File: config.mk
export PLATFORM = sky130hd
export DESIGN_NAME = seven_segment_frame_decoder
export DESIGN_NICKNAME = d
export VERILOG_FILES = /design/src/design/ssfd_pkg.sv /design/src/design/ssfd_frame.sv /design/src/design/ssfd_value.sv /design/src/design/seven_segment_frame_decoder.sv
export VERILOG_INCLUDE_DIRS = /design/src /design/src/design
export SDC_FILE = /design/constraint.sdc
export NUM_CORES = 1
export LEC_CHECK = 0
export BUFFER_PORTS_ARGS = -buffer_cell sky130_fd_sc_hd__buf_2
export CAP_MARGIN = 40
export CORE_ASPECT_RATIO = 0.8
export CORE_MARGIN = 4
export CORE_UTILIZATION = 45
export DETAILED_ROUTE_END_ITERATION = 8
export GPL_TIMING_DRIVEN = 1
export MAX_ROUTING_LAYER = met4
export PLACE_DENSITY = 0.63
export SETUP_SLACK_MARGIN = 0.05
export SYNTH_ARGS = -nofsm -noshare
export SYNTH_HDL_FRONTEND = slang
export SYNTH_SLANG_ARGS = --single-unit
File: constraint.sdc
create_clock -name i_clk -period 5.6 [get_ports i_clk]
set_clock_uncertainty 0.1 [all_clocks]
set_input_delay 0.84 -clock i_clk [delete_from_list [all_inputs] [get_ports i_clk]]
set_output_delay 0.84 -clock i_clk [all_outputs]
set_load 0.005 [all_outputs]
File: src/design/seven_segment_frame_decoder_defines.svh
// Assertion helpers for the top-level design file.
`ifndef SEVEN_SEGMENT_FRAME_DECODER_DEFINES_SVH
`define SEVEN_SEGMENT_FRAME_DECODER_DEFINES_SVH

// Condition a must bring condition b in the same cycle.
`define SSFD_ASSERT_SAME(label, clk, rst_n, a, b, msg) \
    label: assert property (@(posedge clk) disable iff (!rst_n) (a) |-> (b)) \
        else $error(msg);

// Condition a must bring condition b in the next cycle.
`define SSFD_ASSERT_NEXT(label, clk, rst_n, a, b, msg) \
    label: assert property (@(posedge clk) disable iff (!rst_n) (a) |=> (b)) \
        else $error(msg);

`endif

File: src/design/ssfd_pkg.sv
package ssfd_pkg;

    localparam logic [7:0] SYNC_BYTE   = 8'h5A;
    localparam logic [7:0] MARKER_BYTE = 8'h01;
    localparam int unsigned DOT_BIT    = 7;

    localparam logic [3:0]  DIGIT_BAD    = 4'd10;
    localparam logic [13:0] HEIGHT_MAX   = 14'd9990;

    typedef struct packed {
        logic [7:0] hund;
        logic [7:0] tens;
        logic [7:0] units;
        logic [7:0] check;
    } t_frame;

    // Map a segment pattern (dot masked off) to its digit, DIGIT_BAD if unknown.
    function automatic logic [3:0] seg_to_digit(input logic [7:0] seg_byte);
        logic [3:0] d;
        unique case (seg_byte[6:0])
            7'b0111111: d = 4'd0;
            7'b0000110: d = 4'd1;
            7'b1011011: d = 4'd2;
            7'b1001111: d = 4'd3;
            7'b1100110: d = 4'd4;
            7'b1101101: d = 4'd5;
            7'b1111101: d = 4'd6;
            7'b0000111: d = 4'd7;
            7'b1111111: d = 4'd8;
            7'b1101111: d = 4'd9;
            default:    d = DIGIT_BAD;
        endcase
        return d;
    endfunction

endpackage

File: src/design/ssfd_frame.sv
module ssfd_frame (
    input  logic              i_clk,
    input  logic              i_rst_n,
    input  logic              i_valid,
    output logic              o_ready,
    input  logic [7:0]        i_rx_byte,
    output logic              o_frm_valid,
    input  logic              i_frm_ready,
    output ssfd_pkg::t_frame  o_frame
);

    typedef enum logic [2:0] {
        POS_HUNT,
        POS_DIGIT1,
        POS_DIGIT2,
        POS_DIGIT3,
        POS_MARKER,
        POS_CHECK
    } t_pos;

    t_pos             r_pos;
    logic [7:0]       r_hund;
    logic [7:0]       r_tens;
    logic [7:0]       r_units;
    logic             r_frm_valid;
    ssfd_pkg::t_frame r_frame;
    logic             w_accept;

    assign o_ready     = !r_frm_valid || i_frm_ready;
    assign w_accept    = i_valid && o_ready;
    assign o_frm_valid = r_frm_valid;
    assign o_frame     = r_frame;

    always_ff @(posedge i_clk) begin
        if (!i_rst_n) begin
            r_pos       <= POS_HUNT;
            r_frm_valid <= 1'b0;
        end else begin
            if (w_accept && (r_pos == POS_CHECK)) begin
                r_frm_valid <= 1'b1;
            end else if (i_frm_ready) begin
                r_frm_valid <= 1'b0;
            end
            if (w_accept) begin
                unique case (r_pos)
                    POS_DIGIT1: begin
                        r_hund <= i_rx_byte;
                        r_pos  <= POS_DIGIT2;
                    end
                    POS_DIGIT2: begin
                        r_tens <= i_rx_byte;
                        r_pos  <= POS_DIGIT3;
                    end
                    POS_DIGIT3: begin
                        r_units <= i_rx_byte;
                        r_pos   <= POS_MARKER;
                    end
                    POS_MARKER: begin
                        // drop back to hunting on a bad marker, byte not rechecked as sync
                        r_pos <= (i_rx_byte == ssfd_pkg::MARKER_BYTE) ? POS_CHECK : POS_HUNT;
                    end
                    POS_CHECK: begin
                        r_frame.hund  <= r_hund;
                        r_frame.tens  <= r_tens;
                        r_frame.units <= r_units;
                        r_frame.check <= i_rx_byte;
                        r_pos         <= POS_HUNT;
                    end
                    default: begin
                        r_pos <= (i_rx_byte == ssfd_pkg::SYNC_BYTE) ? POS_DIGIT1 : POS_HUNT;
                    end
                endcase
            end
        end
    end

endmodule

File: src/design/ssfd_value.sv
module ssfd_value (
    input  logic              i_clk,
    input  logic              i_rst_n,
    input  logic              i_frm_valid,
    output logic              o_frm_ready,
    input  ssfd_pkg::t_frame  i_frame,
    output logic              o_valid,
    input  logic              i_ready,
    output logic [13:0]       o_height_tenths,
    output logic              o_digit_invalid,
    output logic [7:0]        o_checksum_raw
);

    logic        r_valid;
    logic [13:0] r_height;
    logic        r_invalid;
    logic [7:0]  r_check;

    logic [3:0]  w_h;
    logic [3:0]  w_t;
    logic [3:0]  w_u;
    logic        w_bad;
    logic [9:0]  w_sum;
    logic [13:0] w_sum_wide;
    logic [13:0] n_height;

    assign o_frm_ready = !r_valid || i_ready;

    always_comb begin
        w_h   = ssfd_pkg::seg_to_digit(i_frame.hund);
        w_t   = ssfd_pkg::seg_to_digit(i_frame.tens);
        w_u   = ssfd_pkg::seg_to_digit(i_frame.units);
        w_bad = (w_h == ssfd_pkg::DIGIT_BAD) || (w_t == ssfd_pkg::DIGIT_BAD)
             || (w_u == ssfd_pkg::DIGIT_BAD);
        // h*100 + t*10 + u with shifts: 100 = 64+32+4, 10 = 8+2
        w_sum = ({w_h, 6'b0} + {1'b0, w_h, 5'b0} + {4'b0, w_h, 2'b0})
              + ({3'b0, w_t, 3'b0} + {5'b0, w_t, 1'b0}) + {6'b0, w_u};
        w_sum_wide = {4'b0, w_sum};
        if (w_bad) begin
            n_height = '0;
        end else if (i_frame.tens[ssfd_pkg::DOT_BIT]) begin
            n_height = w_sum_wide;
        end else begin
            n_height = {w_sum_wide[10:0], 3'b0} + {w_sum_wide[12:0], 1'b0};
        end
    end

    always_ff @(posedge i_clk) begin
        if (!i_rst_n) begin
            r_valid <= 1'b0;
        end else if (o_frm_ready) begin
            r_valid <= i_frm_valid;
        end
    end

    always_ff @(posedge i_clk) begin
        if (o_frm_ready && i_frm_valid) begin
            r_height  <= n_height;
            r_invalid <= w_bad;
            r_check   <= i_frame.check;
        end
    end

    assign o_valid         = r_valid;
    assign o_height_tenths = r_height;
    assign o_digit_invalid = r_invalid;
    assign o_checksum_raw  = r_check;

endmodule

File: src/design/seven_segment_frame_decoder.sv
// Frame decoder for a six-byte display link: 0x5A sync, three seven-segment
// digit bytes (hundreds, tens, units), 0x01 marker, checksum. One byte is
// taken per cycle while o_rx_ready is high; a result goes through a frame
// register and then the result register once the checksum byte is transferred.
// While a result waits, the result register holds it and one more finished
// frame may wait in the frame register; only when both are full does
// o_rx_ready drop, and it follows i_res_ready in the same cycle. Bytes flow at
// one per cycle as long as results are taken. A bad sync or marker byte returns
// the tracker to hunting. The value is in tenths: the tens dot marks a value
// already in tenths, otherwise it is scaled by ten. An unknown segment
// pattern sets o_digit_invalid and forces o_height_tenths to 0. The
// checksum is passed through without checking.
`include "seven_segment_frame_decoder_defines.svh"

module seven_segment_frame_decoder (
    input  logic        i_clk,
    input  logic        i_rst_n,
    input  logic        i_rx_valid,
    output logic        o_rx_ready,
    input  logic [7:0]  i_rx_byte,
    output logic        o_res_valid,
    input  logic        i_res_ready,
    output logic [13:0] o_height_tenths,
    output logic        o_digit_invalid,
    output logic [7:0]  o_checksum_raw
);

    logic             w_frm_valid;
    logic             w_frm_ready;
    ssfd_pkg::t_frame w_frame;

    ssfd_frame u_frame (
        .i_clk       (i_clk),
        .i_rst_n     (i_rst_n),
        .i_valid     (i_rx_valid),
        .o_ready     (o_rx_ready),
        .i_rx_byte   (i_rx_byte),
        .o_frm_valid (w_frm_valid),
        .i_frm_ready (w_frm_ready),
        .o_frame     (w_frame)
    );

    ssfd_value u_value (
        .i_clk           (i_clk),
        .i_rst_n         (i_rst_n),
        .i_frm_valid     (w_frm_valid),
        .o_frm_ready     (w_frm_ready),
        .i_frame         (w_frame),
        .o_valid         (o_res_valid),
        .i_ready         (i_res_ready),
        .o_height_tenths (o_height_tenths),
        .o_digit_invalid (o_digit_invalid),
        .o_checksum_raw  (o_checksum_raw)
    );

    `SSFD_ASSERT_SAME(a_invalid_zero, i_clk, i_rst_n, o_res_valid && o_digit_invalid, o_height_tenths == 14'd0, "invalid result with nonzero height")
    `SSFD_ASSERT_SAME(a_height_range, i_clk, i_rst_n, o_res_valid, o_height_tenths <= ssfd_pkg::HEIGHT_MAX, "height out of range")
    `SSFD_ASSERT_NEXT(a_frame_held, i_clk, i_rst_n, w_frm_valid && !w_frm_ready, w_frm_valid, "stalled frame lost")
    `SSFD_ASSERT_SAME(a_result_source, i_clk, i_rst_n, $rose(o_res_valid), $past(w_frm_valid), "result without a frame")

endmodule

==> results.json <==
{
  "outcome": "complete, no violations",
  "arrival_ns": 5.30,
  "cap_violations": 0,
  "instances_no_fill": 507,
  "cp-end-kind": "register",
  "fp.dieW_um": 115.6,
  "synth_flop_cell": "edfxtp_1",
  "routabilityCongestion": 0.8934,
  "setup_tns_ns": 0,
  "ys_types": 65,
  "p_total_mw": 1.243,
  "fin_ws_ns": 0.2860,
  "slew_headroom_pct": 55.76,
  "num_antenna_cells": 0,
  "drt.antenna.violating_nets": 0,
  "grt_start_max_net_pins": 24,
  "fmax_mhz": 188.2,
  "clock_latency_ns": 0.33,
  "hold_buffers": 0,
  "synth_area_per_cell_um2": 12.63,
  "dr.pass1.iters": 4,
  "io_pins": 37,
  "yosysSeqAreaShare_pct": 56.44,
  "drc": 0,
  "dpl_worst_slack_ns": 0.1690,
  "ys_ff_latch": 80,
  "coreArea_um2": 9037,
  "dp.cells": 480,
  "ys_warn_count": 0,
  "min_period_ns": 5.314,
  "post_drt_via_cell_ratio": 5.467,
  "cp_max_fo": 6,
  "r2r_setup_slack_ns": 0.29,
  "die-area_um2": 10870,
  "rsz0062_at_grt": "false",
  "wire_per_inst_um": 15.83,
  "hold_viol_final": 0,
  "die_h_um": 94.08,
  "worstSetupStartpointType": "register",
  "async_reset_ff_share_pct": 0,
  "timing_worst_setup_path_type": "reg2reg",
  "dpl_cell_area_um2": 4501,
  "syn_nets": 370,
  "syn-cell-area_um2": 4168,
  "cts_max_path_buffers": 2,
  "synth_edf_count": 75,
  "setup_viol": 0,
  "grt_overflow": 0,
  "grt_pass1_vias": 2699,
  "final_cell_area_um2": 4892,
  "worst_pin_slew_ns": 0.6612,
  "min_period_over_period_pct": 94.89,
  "h-tree-depth": 3,
  "slew_violations": 0,
  "max_stage_delay_ns": 0.52,
  "nets": 427,
  "drtIter0Drc": 229,
  "port_buffers": 36,
  "power_density_nw_per_um2": 254.1,
  "cts_tree": "yes",
  "via_count": 2772,
  "max-vdd-ir-drop_mv": 0.1944,
  "worst-path-buf-inv": 0,
  "grt_use_total_pct": 16.00,
  "syn2layout_area_growth_pct": 17.38,
  "start_util_pct": 46.12,
  "hp-class": "reg2reg",
  "final_cell_mix": "edfxtp_1 (75), buf_2 (36), nor2_1 (32), inv_1 (22), ha_1 (19)",
  "rows": 31,
  "whs_ns": 0.3115,
  "drive_above_1_share_pct": 22.45,
  "cp.required_ns": 5.59,
  "critPathTopFamily": "adder cells",
  "routed_wl_mm": 8.025,
  "syn_inst": 330,
  "worstPathCellList": "nor4b_4 -> and4_1 -> a311o_1 -> or3_4 -> o21ai_2 -> ha_1 -> a21oi_1 -> o21bai_1 -> fa_1 -> ha_4 -> nand3_1 -> o211ai_1 -> nor2_1 -> xnor2_2 -> ha_1 -> o21a_1 -> a21oi_1 -> maj3_1 -> xnor2_1 -> nor2_1",
  "path_clk_slew_ns": 0.06,
  "layout_commonest_cell": "edfxtp_1",
  "root_buffer": "clkbuf_16",
  "numCtsBuffers": 9,
  "leakage_nw": 1.785,
  "cp_slowest_cell": "fa_1",
  "cts_sinks": 80,
  "grt_pass1_wl_mm": 13.03,
  "hpwl_mm": 5.639,
  "fin_util_pct": 54.13,
  "antenna_found_initial": 0
}
==> kinds of logic after synthesis <==
group | after synthesis | share of synthesized area [%]
AND/OR/NAND/NOR | 110 | 15.19
AO/OA/AOI/OAI | 67 | 11.68
flip-flops | 80 | 56.44
XOR/XNOR | 10 | 2.612
multiplexers | 5 | 1.201
buffers and inverters | 28 | 2.702
adder cells (fa/ha/maj) | 29 | 10.09
other | 1 | 0.08998
==> sequential cells by signal, summed over array words and instances (netlist names) <==
signal / count
u_frame.o_frame: 30
u_value.o_height_tenths: 14
u_frame.r_tens: 8
u_value.o_checksum_raw: 8
u_frame.r_hund: 7
u_frame.r_units: 7
u_frame.r_pos: 3
u_frame.o_frm_valid: 1
u_value.o_digit_invalid: 1
u_value.o_valid: 1
==> metal layers <==
| metal | global-route usage (%) | vias up | share of wire (%) | routed length (µm) |
|---|---|---|---|---|
| li1 | - | 1365 | - | - |
| met2 | 25.48 | 71 | 48 | 3889 |
| met5 | - | - | 0 | 0 |
| met1 | 20.11 | 1326 | 46 | 3659 |
| met3 | 2.898 | 10 | 4.2 | 335 |
| met4 | 7.038 | 0 | 1.7 | 140 |
==> Yosys cell counts (all sizes together), types with 5 or more instances <==
master	n	area (µm²)
nand3	11	70.07
ha	20	250.2
o21bai	5	37.54
mux2i	5	50.05
nand3b	5	37.54
fa	8	160.2
nand2	16	60.06
dfxtp	5	100.1
inv	22	82.58
o21a	5	37.54
o21ai	14	73.82
a211oi	9	82.58
xor2	5	43.79
edfxtp	75	2252
a21oi	10	50.05
nand2b	5	31.28
nor2	34	127.6
nor3	9	45.04
==> cell type report <==
type,instances,area (µm²)
Fill cell,754,4145
Sequential cell,80,2352
Multi-Input combinational cell,222,1747
Timing Repair Buffer,51,292.8
Clock buffer,9,225.2
Tap cell,115,143.9
Inverter,23,86.33
Clock inverter,7,45.04
==> timing repair <==
item / CTS / global route
setup endpoints to repair: 0 / 5
setup buffers: 0 / 11
resized for setup: 0 / 6
==> path summary, 6_finish.rpt <==
check / start / end / cells past startpoint
max: u_frame.o_frame[17] / u_value.o_height_tenths[10] / 20
min: u_frame.r_tens[0] / u_frame.o_frame[16] / 0
min reg2reg: u_frame.r_tens[0] / u_frame.o_frame[16] / 0
max reg2reg: u_frame.o_frame[17] / u_value.o_height_tenths[10] / 20
==> report_power, final <==
group          leakage, nW  switching (mW)  internal [mW]
Combinational        0.963          0.0304         0.0236
Sequential           0.692         0.00312          0.652
Clock                0.129           0.235          0.299
(Power assumes the default switching activity.)
